<file path="src/rtl/gb5_pkg.sv">
// Shared types, constants and helpers of the 5x5 RGB blur block.
// Used by the front, queue, back and top level; depends on nothing else.
package gb5_pkg;

  // Largest supported row length and derived widths.
  localparam int MAX_WIDTH  = 2048;
  localparam int COL_W      = $clog2(MAX_WIDTH);
  localparam int EW_W       = $clog2(MAX_WIDTH + 1);
  localparam int LEAD_W     = $clog2(2 * MAX_WIDTH + 4);
  localparam int RING_AW    = $clog2(4 * MAX_WIDTH + 16);
  localparam int RING_DEPTH = 1 << RING_AW;

  // Fixed field widths.
  localparam int CFG_WIDTH_W = 12;
  localparam int ROW_W       = 16;
  localparam int OUT_COL_W   = 11;
  localparam int CHAN_W      = 8;
  localparam int PIXEL_W     = 3 * CHAN_W;
  localparam int HSUM_W      = 12;
  localparam int VSUM_W      = 16;

  localparam int TAPS        = 5;
  localparam int QUEUE_DEPTH = 4;

  typedef logic [PIXEL_W-1:0] pixel_t;
  typedef logic [TAPS-1:0][PIXEL_W-1:0] column_t;

  typedef enum logic {
    OP_PUSH  = 1'b0,
    OP_FLUSH = 1'b1
  } op_t;

  typedef enum logic {
    REG_IMAGE_WIDTH  = 1'b0,
    REG_IMAGE_HEIGHT = 1'b1
  } reg_index_t;

  typedef enum logic [1:0] {
    PF_IDLE,
    PF_COL1,
    PF_MAIN
  } pf_state_t;

  // Effective frame geometry.
  typedef struct packed {
    logic [EW_W-1:0]  width;
    logic [ROW_W-1:0] height;
  } geom_t;

  // One output pixel to be computed by the back part.
  typedef struct packed {
    logic [COL_W-1:0]   ex;
    logic [ROW_W-1:0]   ey;
    logic [RING_AW-1:0] ep;
    logic               last;
  } job_t;

  // Write port of the line stores.
  typedef struct packed {
    logic               we;
    logic [RING_AW-1:0] addr;
    pixel_t             data;
  } store_wr_t;

  // Binomial weights 1, 4, 6, 4, 1.
  function automatic logic [2:0] tap_weight(input int idx);
    logic [2:0] wt;
    case (idx)
      0, 4:    wt = 3'd1;
      1, 3:    wt = 3'd4;
      2:       wt = 3'd6;
      default: wt = 3'd0;
    endcase
    return wt;
  endfunction

endpackage

</file>
<file path="src/rtl/gb5_in_if.sv">
// Input stream channel of the blur block: handshake and pixel payload.
// Standalone; no package needed.
interface gb5_in_if;
  logic       valid;
  logic       ready;
  logic       operation;
  logic [7:0] red_in;
  logic [7:0] green_in;
  logic [7:0] blue_in;

  modport source (output valid, operation, red_in, green_in, blue_in, input ready);
  modport sink (input valid, operation, red_in, green_in, blue_in, output ready);
endinterface

</file>
<file path="src/rtl/gb5_front.sv">
// Front part of the blur block: configuration, pixel intake, line-store
// writes and the decision which item releases which output pixel. Uses gb5_pkg.
module gb5_front (
  input  logic                clk,
  input  logic                rst,
  input  logic                cfg_write_en,
  input  logic [0:0]          cfg_index,
  input  logic [15:0]         cfg_data,
  gb5_in_if.sink              pixels,
  input  logic                queue_full,
  output logic                queue_push,
  output gb5_pkg::job_t       job,
  output gb5_pkg::store_wr_t  store_wr,
  output gb5_pkg::geom_t      geom
);
  import gb5_pkg::*;

  logic [CFG_WIDTH_W-1:0] image_width;
  logic [ROW_W-1:0]       image_height;
  logic [COL_W-1:0]       in_column;
  logic [ROW_W-1:0]       in_row;
  logic [COL_W-1:0]       emit_column;
  logic [ROW_W-1:0]       emit_row;
  logic [RING_AW-1:0]     wp;
  logic [RING_AW-1:0]     ep;
  logic [LEAD_W-1:0]      lead;

  logic [EW_W-1:0]        width;
  logic [ROW_W-1:0]       height;
  logic                   accept;
  logic                   push_ok;
  logic [EW_W-1:0]        col_inc;
  logic [COL_W-1:0]       in_column_next;
  logic [ROW_W-1:0]       in_row_next;
  logic [LEAD_W-1:0]      lead_inc;
  logic [LEAD_W-1:0]      threshold;
  logic                   complete;
  logic                   emit;
  logic                   last;
  logic [EW_W-1:0]        emit_inc;
  logic [RING_AW-1:0]     wp_next;

  // Effective geometry: zero counts as one, width saturates.
  always_comb begin
    if (image_width == '0) begin
      width = EW_W'(1);
    end else if (int'(image_width) > MAX_WIDTH) begin
      width = EW_W'(MAX_WIDTH);
    end else begin
      width = EW_W'(image_width);
    end
    height = (image_height == '0) ? ROW_W'(1) : image_height;
  end

  assign geom.width  = width;
  assign geom.height = height;

  assign pixels.ready = !queue_full;
  assign accept       = pixels.valid && pixels.ready;
  assign push_ok      = (op_t'(pixels.operation) == OP_PUSH) && (in_row < height);

  // Input position after this item.
  always_comb begin
    col_inc        = EW_W'(in_column) + EW_W'(1);
    in_column_next = in_column;
    in_row_next    = in_row;
    if (push_ok) begin
      if (col_inc >= width) begin
        in_column_next = '0;
        in_row_next    = in_row + ROW_W'(1);
      end else begin
        in_column_next = COL_W'(col_inc);
      end
    end
  end

  // Release test: enough pixels are in, or the frame is complete.
  assign lead_inc  = lead + LEAD_W'(push_ok);
  assign threshold = (LEAD_W'(width) << 1) + LEAD_W'(3);
  assign complete  = in_row_next >= height;
  assign emit      = complete || (lead_inc >= threshold);
  assign last      = (EW_W'(emit_column) == width - EW_W'(1)) &&
                     (emit_row == height - ROW_W'(1));
  assign emit_inc  = EW_W'(emit_column) + EW_W'(1);
  assign wp_next   = wp + RING_AW'(push_ok);

  assign queue_push = accept && emit;
  assign job.ex     = emit_column;
  assign job.ey     = emit_row;
  assign job.ep     = ep;
  assign job.last   = last;

  assign store_wr.we   = accept && push_ok;
  assign store_wr.addr = wp;
  assign store_wr.data = {pixels.red_in, pixels.green_in, pixels.blue_in};

  // Registers and positions.
  always_ff @(posedge clk) begin
    if (rst) begin
      image_width  <= CFG_WIDTH_W'(640);
      image_height <= ROW_W'(480);
      in_column    <= '0;
      in_row       <= '0;
      emit_column  <= '0;
      emit_row     <= '0;
      wp           <= '0;
      ep           <= '0;
      lead         <= '0;
    end else if (cfg_write_en) begin
      case (reg_index_t'(cfg_index))
        REG_IMAGE_WIDTH:  image_width  <= cfg_data[CFG_WIDTH_W-1:0];
        REG_IMAGE_HEIGHT: image_height <= cfg_data;
        default:          image_width  <= image_width;
      endcase
      in_column   <= '0;
      in_row      <= '0;
      emit_column <= '0;
      emit_row    <= '0;
      lead        <= '0;
      ep          <= wp;
    end else if (accept) begin
      wp <= wp_next;
      if (emit && last) begin
        // Last pixel of the frame: the next frame starts at the write pointer.
        in_column   <= '0;
        in_row      <= '0;
        emit_column <= '0;
        emit_row    <= '0;
        lead        <= '0;
        ep          <= wp_next;
      end else begin
        in_column <= in_column_next;
        in_row    <= in_row_next;
        if (emit) begin
          lead <= lead_inc - LEAD_W'(1);
          ep   <= ep + RING_AW'(1);
          if (emit_inc >= width) begin
            emit_column <= '0;
            emit_row    <= emit_row + ROW_W'(1);
          end else begin
            emit_column <= COL_W'(emit_inc);
          end
        end else begin
          lead <= lead_inc;
        end
      end
    end
  end

endmodule

</file>
<file path="src/flat_wrapper.sv">
// flat-port wrapper written by rule: the top's interface ports become plain ports
module gb5_front_flat import gb5_pkg::*;
  (clk, rst, cfg_write_en, cfg_index, cfg_data, queue_full, queue_push, job, store_wr, geom, pixels_valid, pixels_operation, pixels_red_in, pixels_green_in, pixels_blue_in, pixels_ready);
  gb5_in_if pixels_i ();
  input  logic clk;
  input  logic rst;
  input  logic cfg_write_en;
  input  logic [0:0] cfg_index;
  input  logic [15:0] cfg_data;
  input  logic queue_full;
  output logic queue_push;
  output gb5_pkg::job_t job;
  output gb5_pkg::store_wr_t store_wr;
  output gb5_pkg::geom_t geom;
  input wire logic [$bits(pixels_i.valid)-1:0] pixels_valid;
  input wire logic [$bits(pixels_i.operation)-1:0] pixels_operation;
  input wire logic [$bits(pixels_i.red_in)-1:0] pixels_red_in;
  input wire logic [$bits(pixels_i.green_in)-1:0] pixels_green_in;
  input wire logic [$bits(pixels_i.blue_in)-1:0] pixels_blue_in;
  output wire logic [$bits(pixels_i.ready)-1:0] pixels_ready;
  assign pixels_i.valid = pixels_valid;
  assign pixels_i.operation = pixels_operation;
  assign pixels_i.red_in = pixels_red_in;
  assign pixels_i.green_in = pixels_green_in;
  assign pixels_i.blue_in = pixels_blue_in;
  assign pixels_ready = pixels_i.ready;
  gb5_front u_core (.clk(clk), .rst(rst), .cfg_write_en(cfg_write_en), .cfg_index(cfg_index), .cfg_data(cfg_data), .pixels(pixels_i), .queue_full(queue_full), .queue_push(queue_push), .job(job), .store_wr(store_wr), .geom(geom));
endmodule
</file>
<file path="config.mk">
export PLATFORM = sky130hd
export DESIGN_NAME = gb5_front_flat
export DESIGN_NICKNAME = d
export VERILOG_FILES = /design/src/rtl/gb5_pkg.sv /design/src/rtl/gb5_in_if.sv /design/src/rtl/gb5_front.sv /design/src/flat_wrapper.sv
export SDC_FILE = /design/constraint.sdc
export NUM_CORES = 1
export LEC_CHECK = 0
export BUFFER_PORTS_ARGS = -buffer_cell sky130_fd_sc_hd__buf_4
export CORE_ASPECT_RATIO = 0.7
export CORE_UTILIZATION = 59
export DETAILED_ROUTE_END_ITERATION = 12
export PLACE_DENSITY = 0.82
export SETUP_SLACK_MARGIN = 0.1
export SKIP_LAST_GASP = 1
export SLEW_MARGIN = 20
export SYNTH_ARGS = -nofsm -noshare
export SYNTH_HDL_FRONTEND = slang
export SYNTH_SLANG_ARGS = --single-unit
</file>
<file path="constraint.sdc">
create_clock -name clk -period 7.56 [get_ports clk]
set_input_delay 1.512 -clock clk [delete_from_list [all_inputs] [get_ports clk]]
set_output_delay 1.512 -clock clk [all_outputs]
set_load 0.02 [all_outputs]
</file>
## After elaboration in Yosys (flattened, before gate mapping)

Index checks and enable logic that the tools add are counted.

| word-level totals | value |
|---|---|
| register bits after elaboration | 123 |
| bits of input ports | 47 |
| output and inout port bits | 111 |
| logic and storage cells | 75 |

| cells by class | value |
|---|---|
| $add $sub $neg | 11 |
| order comparisons | 6 |
| equality and inequality tests | 2 |
| multiplexer cells | 21 |
| bitwise logic cells | 3 |
| reduce and logical (&&, ||, !) cells | 23 |

Operator list:

| kind | count |
|---|---|
| $mux 16 | 7 |
| $mux 11 | 6 |
| $mux 14 | 4 |
| $add 16x1->16 const B | 2 |
| $mux 13 | 2 |
| $add 11x1->12 const B | 2 |
| $ge 12x12->1 | 2 |
| $mux 12 | 2 |
| $eq 16x16->1 | 1 |
| $ge 16x16->1 | 1 |
| $logic_not 16->1 | 1 |
| $lt 16x16->1 | 1 |
| $sub 16x1->16 const B | 1 |
| $add 14x1->14 | 1 |
| $add 14x1->14 const B | 1 |
| $add 13x1->13 | 1 |
| $add 13x2->13 const B | 1 |
| $ge 13x13->1 | 1 |
| $sub 13x1->13 const B | 1 |
| $eq 11x12->1 | 1 |
| $gt 12x12->1 const B | 1 |
| $logic_not 12->1 | 1 |
| $reduce_and 2->1 | 6 |
| $sub 12x1->12 const B | 1 |
| other kinds (8) | 18 |

## Logic depth before layout (Yosys ltp)

Gate-level depths: netlist (run 1).

| depth | value |
|---|---|
| depth in word-level cells | 12 |
| gate-level depth with buffers | 29 |
| depth with buffers taken out | 26 |

## Worst setup path after synthesis (run 1)

Ideal clock, no wire load.

| timing path | value |
|---|---|
| kind | register to output |
| start point | register u_core.image_width[6] |
| end point | output port queue_push |
| data arrival time | 5.795 ns |
| required time | 6.048 ns |
| setup slack | 0.253 ns |
| cell stages (with the launch flop) | 27 |
| buffers on the path | 4 |
| cells stage by stage | dfxtp_1 -> or4_1 -> nor4_1 -> a31oi_1 -> nor2_1 -> ha_1 -> nand2b_1 -> a2111oi_0 -> o31ai_1 -> a211oi_1 -> o21ai_0 -> and4_1 -> clkbuf_1 -> nand3_1 -> xnor2_1 -> ha_1 -> o211a_1 -> o211ai_1 -> o211ai_1 -> nand2_1 -> and3_1 -> clkbuf_1 -> nor2_1 -> nand2_1 -> inv_2 -> buf_2 -> buf_2 |

RTL lines:

| element | RTL line | RTL |
|---|---|---|
| start: declaration | gb5_front.sv:18 | `logic [CFG_WIDTH_W-1:0] image_width;` |
| start signal: assignment | gb5_front.sv:111 | `REG_IMAGE_WIDTH: image_width <= cfg_data[CFG_WIDTH_W-1:0];` |
| start signal: assignment | gb5_front.sv:113 | `default: image_width <= image_width;` |
| end: declaration | flat_wrapper.sv:11 | `output logic queue_push;` |

## Worst setup path after layout (run 1)

| timing path | value |
|---|---|
| start point | register u_core.image_height[9] |
| end point | output port queue_push |

| between the ends | value |
|---|---|
| word-level cells in the longest chain between the ends | 8 |
| elaborated cells on any way between the ends | 10 |
| those cells by class | add/sub: 1; order compare: 3; mux: 2; reduce/logical: 4 |

RTL lines:

| element | RTL line | RTL |
|---|---|---|
| start: declaration | gb5_front.sv:19 | `logic [ROW_W-1:0] image_height;` |
| start signal: assignment | gb5_front.sv:112 | `REG_IMAGE_HEIGHT: image_height <= cfg_data;` |
| $logic_not 16->1 | gb5_front.sv:52 | `height = (image_height == '0) ? ROW_W'(1) : image_height;` |
| $mux 16 * | gb5_front.sv:52 |  |
| $lt 16x16->1 | gb5_front.sv:60 | `assign push_ok = (op_t'(pixels.operation) == OP_PUSH) && (in_row < height);` |
| $logic_and 1x1->1 | gb5_front.sv:60 |  |
| $add 13x1->13 / $mux 16 (equally long branches) | gb5_front.sv:78, gb5_front.sv:67 |  |
| $ge 13x13->1 / $ge 16x16->1 (equally long branches) | gb5_front.sv:81, gb5_front.sv:80 |  |
| $logic_or 1x1->1 * | gb5_front.sv:81 | `assign emit = complete \|\| (lead_inc >= threshold);` |
| $logic_and 1x1->1 * | gb5_front.sv:87 | `assign queue_push = accept && emit;` |

Mark *: on every way between the ends. The rest lies on a longest branch, timed or not.

==> metrics.md, run 1 <==
| Metric | Value |
|---|---|
| Starting Density | 0.6147 |
| Clock buffer depth | 2 |
| Largest net degree at the start of global routing | 59 |
| Drt wl/cell | 19.07 um |
| Sequential share of the synthesized area | 0.2414 |
| Die Y | 112 um |
| WP buf/inv | 2 |
| Initial antenna violation count | 0 |
| Post-Synth Simple-Gate Area | 0.2594 |
| Max frequency | about 140 MHz |
| Main area contributors after synthesis | dfxtp_1, ha_1, nand2_1 |
| Clock-pin slew on the worst setup and hold paths | ~60 ps |
| Synth Register Bits | between 100 and 150 |
| Initial DRC Count | 1378 |
| Pwr Total | 1739 uW |
| Placed instance area | 10850 um^2 |
| Slew @ Worst Pin | ~1100 ps |
| Fin area | 11460 um^2 |
| Async set-reset flop share out of synthesis | 0 |
| Post-Synth XOR/XNOR Area | 0.09533 |
| Compound-Gate Fraction of Synth Area | 0.2032 |
| # nets final | approximately 1500 |
| Footprint of the multi-input gates | 6930 um^2 |
| Slew headroom | 0.2638 |
| Type of origin of the critical path | flop |
| Register area | 2462 um^2 |
| Synth Area in Adders | 0.09643 |
| Via/cell ratio | around 6.5 |
| Ant. Diodes | 0 |
| Slowest stage delay, CP | 720 ps |
| Max Cap Viol | 0 |
| Critical Path AT | 5670 ps |
| Fin util | 0.6909 |
| Total iterations of the first detailed-routing run | 6 |
| TritonCTS Buffers | 17 |
| ANT nets after route | 0 |
| Die W | 159.1 um |
| CP top delay family | simple AND/OR/NAND/NOR gates |
| Cell Chain, Critical Path | or4_1 > nor4_2 > a211o_1 > a21oi_1 > nor2_2 > ha_1 > and3_1 > nand4_1 > nor2_1 > xor2_1 > ha_1 > a21o_1 > a211oi_1 > and3_1 > o2111a_2 > nor2_1 > nand2_1 > inv_2 > buf_4 |
| GRT Overall Usage | 0.3420 |
| Largest family of logic cells by synthesized area | simple AND/OR/NAND/NOR gates |
| Predominant post-synthesis flop cell | dfxtp_1 |
| Pwr Density | 151.7 nW/um^2 |
| Core area | 16590 um^2 |
| Hold buffer count at cts | 0 |
| IO Count | 158 |
| Clock sink total | between 100 and 150 |
| Fin. max-slew vios | 0 |
| DP HPWL | roughly 23 mm |
| Area growth syn-to-layout | 12.39% |
| H-tree depth | 4 |
| Post-synth EDFFs | 0 |
| Setup_tns | 0 ps |
| Final WL | ~31 mm |
| Post-synthesis cell area | 10200 um^2 |
| LEAKAGE | roughly 0.0047 uW |
| CTS Root Cell | clkbuf_16 |
| Crit-path slowest cell | or4_1 |
| Maximum vdd drop | roughly 110 uV |
| CTS tree | done |
| Count leader, synth | nand2_1 |
| Worst Path Max Fanout | 10 |
| Insertion delay to the later sink of the worst-skew pair | 430 ps |
| Post-Synthesis Cells | 1370 |
| Share of the synthesized area in the top cell type | 0.2414 |
| Leading cell types by count after synthesis | nand2_1, dfxtp_1, a21oi_1, clkbuf_1, ha_1 |
| Worst setup path class | reg2out |
| RSZ-0062 raised after global routing | false |
| Post-synth top area cell | dfxtp_1 |
| Status | complete, no violations |
| Postcts setup bufs | 0 |
| HP Class | reg2reg |
| Row cnt | 39 |
| Mux contribution to synthesized area | 0.02024 |
| Fin crit period | 7181 ps |
| Die area | ~18000 um^2 |
| IO Port Bufs | 109 |
| Fill cell count | roughly 1400 |
| Grt ovf | 0 |
| First-pass GRT wire length | 49.13 mm |
| Worst path required time | 6050 ps |
| Endpoints failing hold | 0 |
| Fin crit share | 0.9499 |
| Post-synthesis cell type count | 70 |
| Vias | 10510 |
| Yosys warns | 0 |
| Final GP Congestion | 0.9817 |
| DRC Markers | 0 |
| Worst setup EP type | primary output |
| Setup violators final | 0 |
| Layout cell share with drive strength beyond 1 | 0.1330 |
| Synthesized area per cell | 7.444 um^2 |
| Syn_nets | 1494 |
| Clk_skew | about 17 ps |
| Number of global-route vias before repair | 9271 |
[flip-flops by register name, summed over array words and instances, names as in the netlist]
| signal | cells |
|---|---|
| u_core.emit_column | 11 |
| u_core.emit_row | 16 |
| u_core.ep | 14 |
| u_core.image_height | 16 |
| u_core.image_width | 12 |
| u_core.in_column | 11 |
| u_core.in_row | 16 |
| u_core.lead | 13 |
| u_core.wp | 14 |
[metal layers]
metal / global-route usage / routed length (um) / up-vias
li1: - / - / 4934
met5: 0 / 0 / -
met3: 0.07116 / 3448 / 54
met4: 0.08910 / 571 / 0
met2: 0.5167 / 13130 / 624
met1: 0.4920 / 13820 / 4897
[power breakdown]
part           internal [uW]  switching [uW]
Clock                    468             340
Combinational           93.3             155
Sequential               659            23.1
[area by class of cell]
type | count | area share
Multi-Input combinational cell | 1051 | 0.6046
Sequential cell | 123 | 0.2148
Timing Repair Buffer | 130 | 0.08514
Clock buffer | 18 | 0.03831
Tap cell | 225 | 0.02456
Inverter | 63 | 0.02063
Clock inverter | 14 | 0.01190
[final timing paths]
| path | startpoint | end | slack, ps | depth (start not counted) |
|---|---|---|---|---|
| max | u_core.image_height[9]$_SDFFE_PP0P_ | queue_push | 380 | 19 |
| max reg2reg | u_core.image_height[9]$_SDFFE_PP0P_ | u_core.emit_row[4]$_SDFFE_PP0P_ | 840 | 22 |
| min reg2reg | u_core.in_column[10]$_SDFFE_PP0P_ | u_core.in_column[10]$_SDFFE_PP0P_ | 470 | 2 |
| min | u_core.in_column[10]$_SDFFE_PP0P_ | u_core.in_column[10]$_SDFFE_PP0P_ | 470 | 2 |
[through the flow]
step	hold slack, ps	instances	setup WS, ps
after floorplan	439.1	1370	253.2
after global placement	449.8	1592	675.1
after detailed placement	462.9	1592	557.4
after CTS	468.0	1624	184.5
after global routing	493.0	1624	115.1
final	467.4	1624	379.0
[logic make-up after synthesis]
| group | count (synthesis) |
|---|---|
| AO/OA/AOI/OAI | 321 |
| XOR/XNOR | 111 |
| adder cells (fa/ha/maj) | 79 |
| buffers and inverters | 196 |
| flip-flops | 123 |
| multiplexers | 20 |
| AND/OR/NAND/NOR | 520 |
[worst min-delay path, cell delays in order, from the launching register on]
cell,delay [ps]
dfxtp_1,330
nand2_1,60
nand2_1,40
[placed cells by master (no fill, tap or decap), types with 6 or more instances in the layout]
| master | count |
|---|---|
| nand2_1 | 177 |
| buf_4 | 130 |
| dfxtp_1 | 123 |
| a21oi_1 | 93 |
| ha_1 | 77 |
| nand3_1 | 69 |
| nor2_1 | 67 |
| xnor2_1 | 66 |
| o21ai_0 | 65 |
| inv_1 | 61 |
| xor2_1 | 45 |
| and3_1 | 38 |
| a31oi_1 | 28 |
| nor3_1 | 25 |
| or3_1 | 24 |
| nand4_1 | 19 |
| clkbuf_16 | 17 |
| nor4_1 | 16 |
| o211ai_1 | 15 |
| mux2i_1 | 15 |
| nor2b_1 | 14 |
| nand3b_1 | 13 |
| or4_1 | 11 |
| a21o_1 | 11 |
| o21a_1 | 9 |
| o22ai_1 | 9 |
| a2111oi_0 | 8 |
| nand4b_1 | 8 |
| a211oi_1 | 7 |
| and2_1 | 7 |
| o31a_1 | 7 |
| a22o_1 | 7 |
| nand2b_1 | 6 |
| a221o_1 | 6 |
[timing repair]
| item | 4_1_cts | 5_1_grt |
|---|---|---|
| endpoints found under the setup margin | 1 | 1 |
| pin swaps | 0 | 0 |
| hold endpoints to repair | 0 | 0 |
| resized for setup | 2 | 10 |
(Power assumes the default switching activity.)
==> inputs of run 2 (changes only) <==
--- a/config.mk
+++ b/config.mk
@@ -5,12 +5,13 @@
 export SDC_FILE = /design/constraint.sdc
 export NUM_CORES = 1
 export LEC_CHECK = 0
+export ABC_AREA = 1
 export BUFFER_PORTS_ARGS = -buffer_cell sky130_fd_sc_hd__buf_4
 export CORE_ASPECT_RATIO = 0.7
 export CORE_UTILIZATION = 59
 export DETAILED_ROUTE_END_ITERATION = 12
 export PLACE_DENSITY = 0.82
-export SETUP_SLACK_MARGIN = 0.1
+export SETUP_SLACK_MARGIN = 0.3
 export SKIP_LAST_GASP = 1
 export SLEW_MARGIN = 20
 export SYNTH_ARGS = -nofsm -noshare
==> run 2 against run 1 <==
Fmax up 5.7%. Highest routed layer unchanged. Synthesized cell count rose by 25%. Non-clock buffer count fell by 8. Via count up 12%. Routed wire length up 13%. Clock power rose by 9.4%. Clock skew down 5.9 ps. Final cell count grew 23%. Critical path depth rose by 12. Largest cell class unchanged. Largest power group unchanged.
==> metrics.md, run 2 <==
| Metric | Value |
|---|---|
| Die W | 163.0 um (+2.4%) |
| Ant. Diodes | 0 (unchanged) |
| Fin crit period | 6794 ps (-386.8 ps) |
| Clock-pin slew on the worst setup and hold paths | 70 ps (about the same) |
| Starting Density | 0.6127 (-0.002027) |
| Critical Path AT | 5280 ps (-390 ps) |
| # nets final | 1878 (+24%) |
| Worst setup EP type | primary output |
| Async set-reset flop share out of synthesis | 0 (unchanged) |
| GRT Overall Usage | 0.3740 (+0.03198) |
| Slew @ Worst Pin | 1040 ps (-60.29 ps) |
| Fraction of power consumed by combinational cells | 0.230 (+0.087) |
| Count leader, synth | nand2_1 |
| Core area | 17470 um^2 (+5.3%) |
| Maximum vdd drop | 129.8 uV (+19%) |
| Share of the synthesized area in the top cell type | 0.2301 (-0.01135) |
| FF-to-FF End | u_core.in_row[10]$_SDFFE_PP0P_ |
| Leading cell types by count after synthesis | nand2_1, inv_1, nor2_1, nand3_1, a21oi_1 |
| Synthesized area per cell | 6.273 um^2 (-16%) |
| Max Cap Viol | 0 (unchanged) |
| H-tree depth | 4 (unchanged) |
| Largest net degree at the start of global routing | 54 (-8.5%) |
| R2R depth | 34 (+55%) |
| HP Class | reg2reg |
| Worst Path Max Fanout | 9 (-1) |
| Crit-path slowest cell | a2111oi_2 |
| CTS Root Cell | clkbuf_16 |
| DRC Markers | 0 (unchanged) |
| Cell mode on critical path | nand2_1 |
| LEAKAGE | 0.005839 uW (+25%) |
| Die area | 18690 um^2 (+4.9%) |
| RSZ-0062 raised after global routing | false |
| Placed cells | 1965 (+23%) |
| Initial antenna violation count | 0 (unchanged) |
| Final GP Congestion | 1.013 (+3.2%) |
| Worst Hold Depth | 2 (unchanged) |
| Slowest stage delay, CP | 480 ps (-240 ps) |
| Fin. max-slew vios | 0 (unchanged) |
| Main area contributors after synthesis | dfxtp_1, nand2_1, ha_1 |
| Internal power | 1360 uW (+11%) |
| CTS tree | done |
| Hold buffer count at cts | 0 (unchanged) |
| PnR worst setup slack | 765.8 ps (+386.8 ps) |
| Worst setup path class | reg2out |
| Commonest cells after routing, fill and taps aside | nand2_1, inv_1, nor2_1 |
| Post-Synthesis Cells | 1706 (+25%) |
| Clock sink total | 123 (unchanged) |
| WHS Endpoint | u_core.lead[6]$_SDFFE_PP0P_ |
| Post-synthesis cell area | 10700 um^2 (+4.9%) |
| Setup violators final | 0 (unchanged) |
| Worst reg-to-reg setup slack | 1580 ps (+740 ps) |
| Drt wl/cell | 17.47 um (-8.4%) |
| WHS | 478.9 ps (+11.49 ps) |
| Row cnt | 40 (+2.6%) |
| Syn_nets | 1830 (+22%) |
| Grt ovf | 0 (unchanged) |
| IO Count | 158 (unchanged) |
| Fin crit share | 0.8987 (-0.05116) |
| Reg-to-reg critical path startpoint | u_core.image_height[4]$_SDFFE_PP0P_ |
| Predominant post-synthesis flop cell | dfxtp_1 |
| Largest regs | u_core.emit_row x16, u_core.image_height x16, u_core.in_row x16 |
| Endpoints failing hold | 0 (unchanged) |
| Via/cell ratio | 5.898 (-8.9%) |
| Vias | 11780 (+12%) |
| Commonest non-fill, non-tap cell in the layout | nand2_1 |
| NetSw | 700.6 uW (+35%) |
| Clk_skew | 10.70 ps (-5.910 ps) |
| Layout cell share with drive strength beyond 1 | 0.1205 (-0.01241) |
| Setup_tns | 0 ps (unchanged) |
| Area growth syn-to-layout | 12.83% |
| Max frequency | 147.2 MHz (+5.7%) |
| Clock power frac | 0.429 (-0.036) |
| Finished Layout Cells | 1998 (+23%) |
| TritonCTS Buffers | 17 (unchanged) |
| Clock buffer depth | 2 (unchanged) |
| Switching Share | 0.3400 (+0.04186) |
| Type of origin of the critical path | flop |
| Number of global-route vias before repair | 10280 (+11%) |
| Post-synth EDFFs | 0 (unchanged) |
| DP HPWL | 26.31 mm (+16%) |
| Insertion delay to the later sink of the worst-skew pair | 430 ps (about the same) |
| Sequential share of the synthesized area | 0.2301 (-0.01135) |
| Status | complete, no violations |
| Slew headroom | 0.3057 (+0.04190) |
| Fin area | 12070 um^2 (+5.3%) |
| IO Port Bufs | 109 (unchanged) |
| Post-place setup slack | 667.0 ps (+109.6 ps) |
| Placed instance area | 11390 um^2 (+5.0%) |
| Total iterations of the first detailed-routing run | 6 (unchanged) |
| Die Y | 114.7 um (+2.4%) |
| Post-synth top area cell | dfxtp_1 |
| Worst path required time | 6050 ps (about the same) |
| Reg power frac | 0.341 (-0.051) |
| Yosys warns | 0 (unchanged) |
| Initial DRC Count | 1549 (+12%) |
| Worst min-delay path startpoint | u_core.lead[6]$_SDFFE_PP0P_ |
| First-pass GRT wire length | 54.36 mm (+11%) |
| ANT nets after route | 0 (unchanged) |
| Post-synthesis cell type count | 51 (-27%) |
| Synth Register Bits | 123 (unchanged) |
| Pwr Density | 170.7 nW/um^2 (+13%) |
| Final WL | 34.91 mm (+13%) |
[run 2: logic make-up (layout without fill, tap and decap cells)]
| family | Yosys count | in the layout | synth area share |
|---|---|---|---|
| AND/OR/NAND/NOR | 867 | 867 | 0.3595 |
| buffers and inverters | 311 | 372 | 0.1243 |
| AO/OA/AOI/OAI | 231 | 231 | 0.1167 |
| flip-flops | 123 | 123 | 0.2301 |
| XOR/XNOR | 97 | 97 | 0.07939 |
| adder cells (fa/ha/maj) | 77 | 77 | 0.09003 |
[run 2: how the worst max path moves through the flow]
stage	start	slack [ps]	cells after the start	to
final	u_core.image_height[4]$_SDFFE_PP0P_	770	31	queue_push
after global routing	u_core.image_height[4]$_SDFFE_PP0P_	260	31	queue_push
after CTS	u_core.image_height[4]$_SDFFE_PP0P_	440	31	queue_push
after detailed placement	pixels_operation	670	23	queue_push
after global placement	pixels_operation	760	23	queue_push
after floorplan	pixels_operation	670	24	queue_push
[run 2: through the flow]
stage / power (uW) / util
detailed placement: 1171 / 0.6521
global placement: 1162 / 0.6521
global route: 2142 / 0.6913
floorplan: 1053 / -
CTS: 2046 / 0.6878
finish: 2061 / 0.6913
[run 2: layout make-up]
cell class              instances  area, um^2
flip-flops and latches        123        2462
multi-input cells            1272        6962
clock inverters                14       185.2
repair buffers                122       915.9
inverters                     218       820.8
clock buffers                  18       439.2
fillers                      1584        5393
well taps                     231       289.0
[run 2: what timing repair did]
action | in CTS | in global routing
endpoints found under the setup margin | 0 | 1
buffers inserted | 0 | 1
resized for setup | 0 | 12
[run 2: critical path, delay by kind of cell, from the launching register on]
kind / cells / cell delay (ps)
AOI/OAI and AO/OA: 5 / 950
xor gates and xnor gates: 1 / 210
adders and majority gates: 3 / 720
buffers and inverters: 5 / 500
DFF: 1 / 380
and+or+nand+nor: 17 / 2060
[run 2: metal layers]
| metal | GRT usage | part of all wire |
|---|---|---|
| met4 | 0.1171 | 0.028 |
| met1 | 0.5561 | 0.45 |
| met3 | 0.08367 | 0.12 |
| met2 | 0.5245 | 0.40 |
| met5 | 0 | 0 |
[run 2: power groups by stage]
stage | Combinational [uW] | Clock, uW | Sequential (uW)
finish | 473 | 884 | 703
global route | 520 | 917 | 706
CTS | 459 | 886 | 701
detailed placement | 456 | 0 | 715
global placement | 448 | 0 | 714
floorplan | 342 | 0 | 711
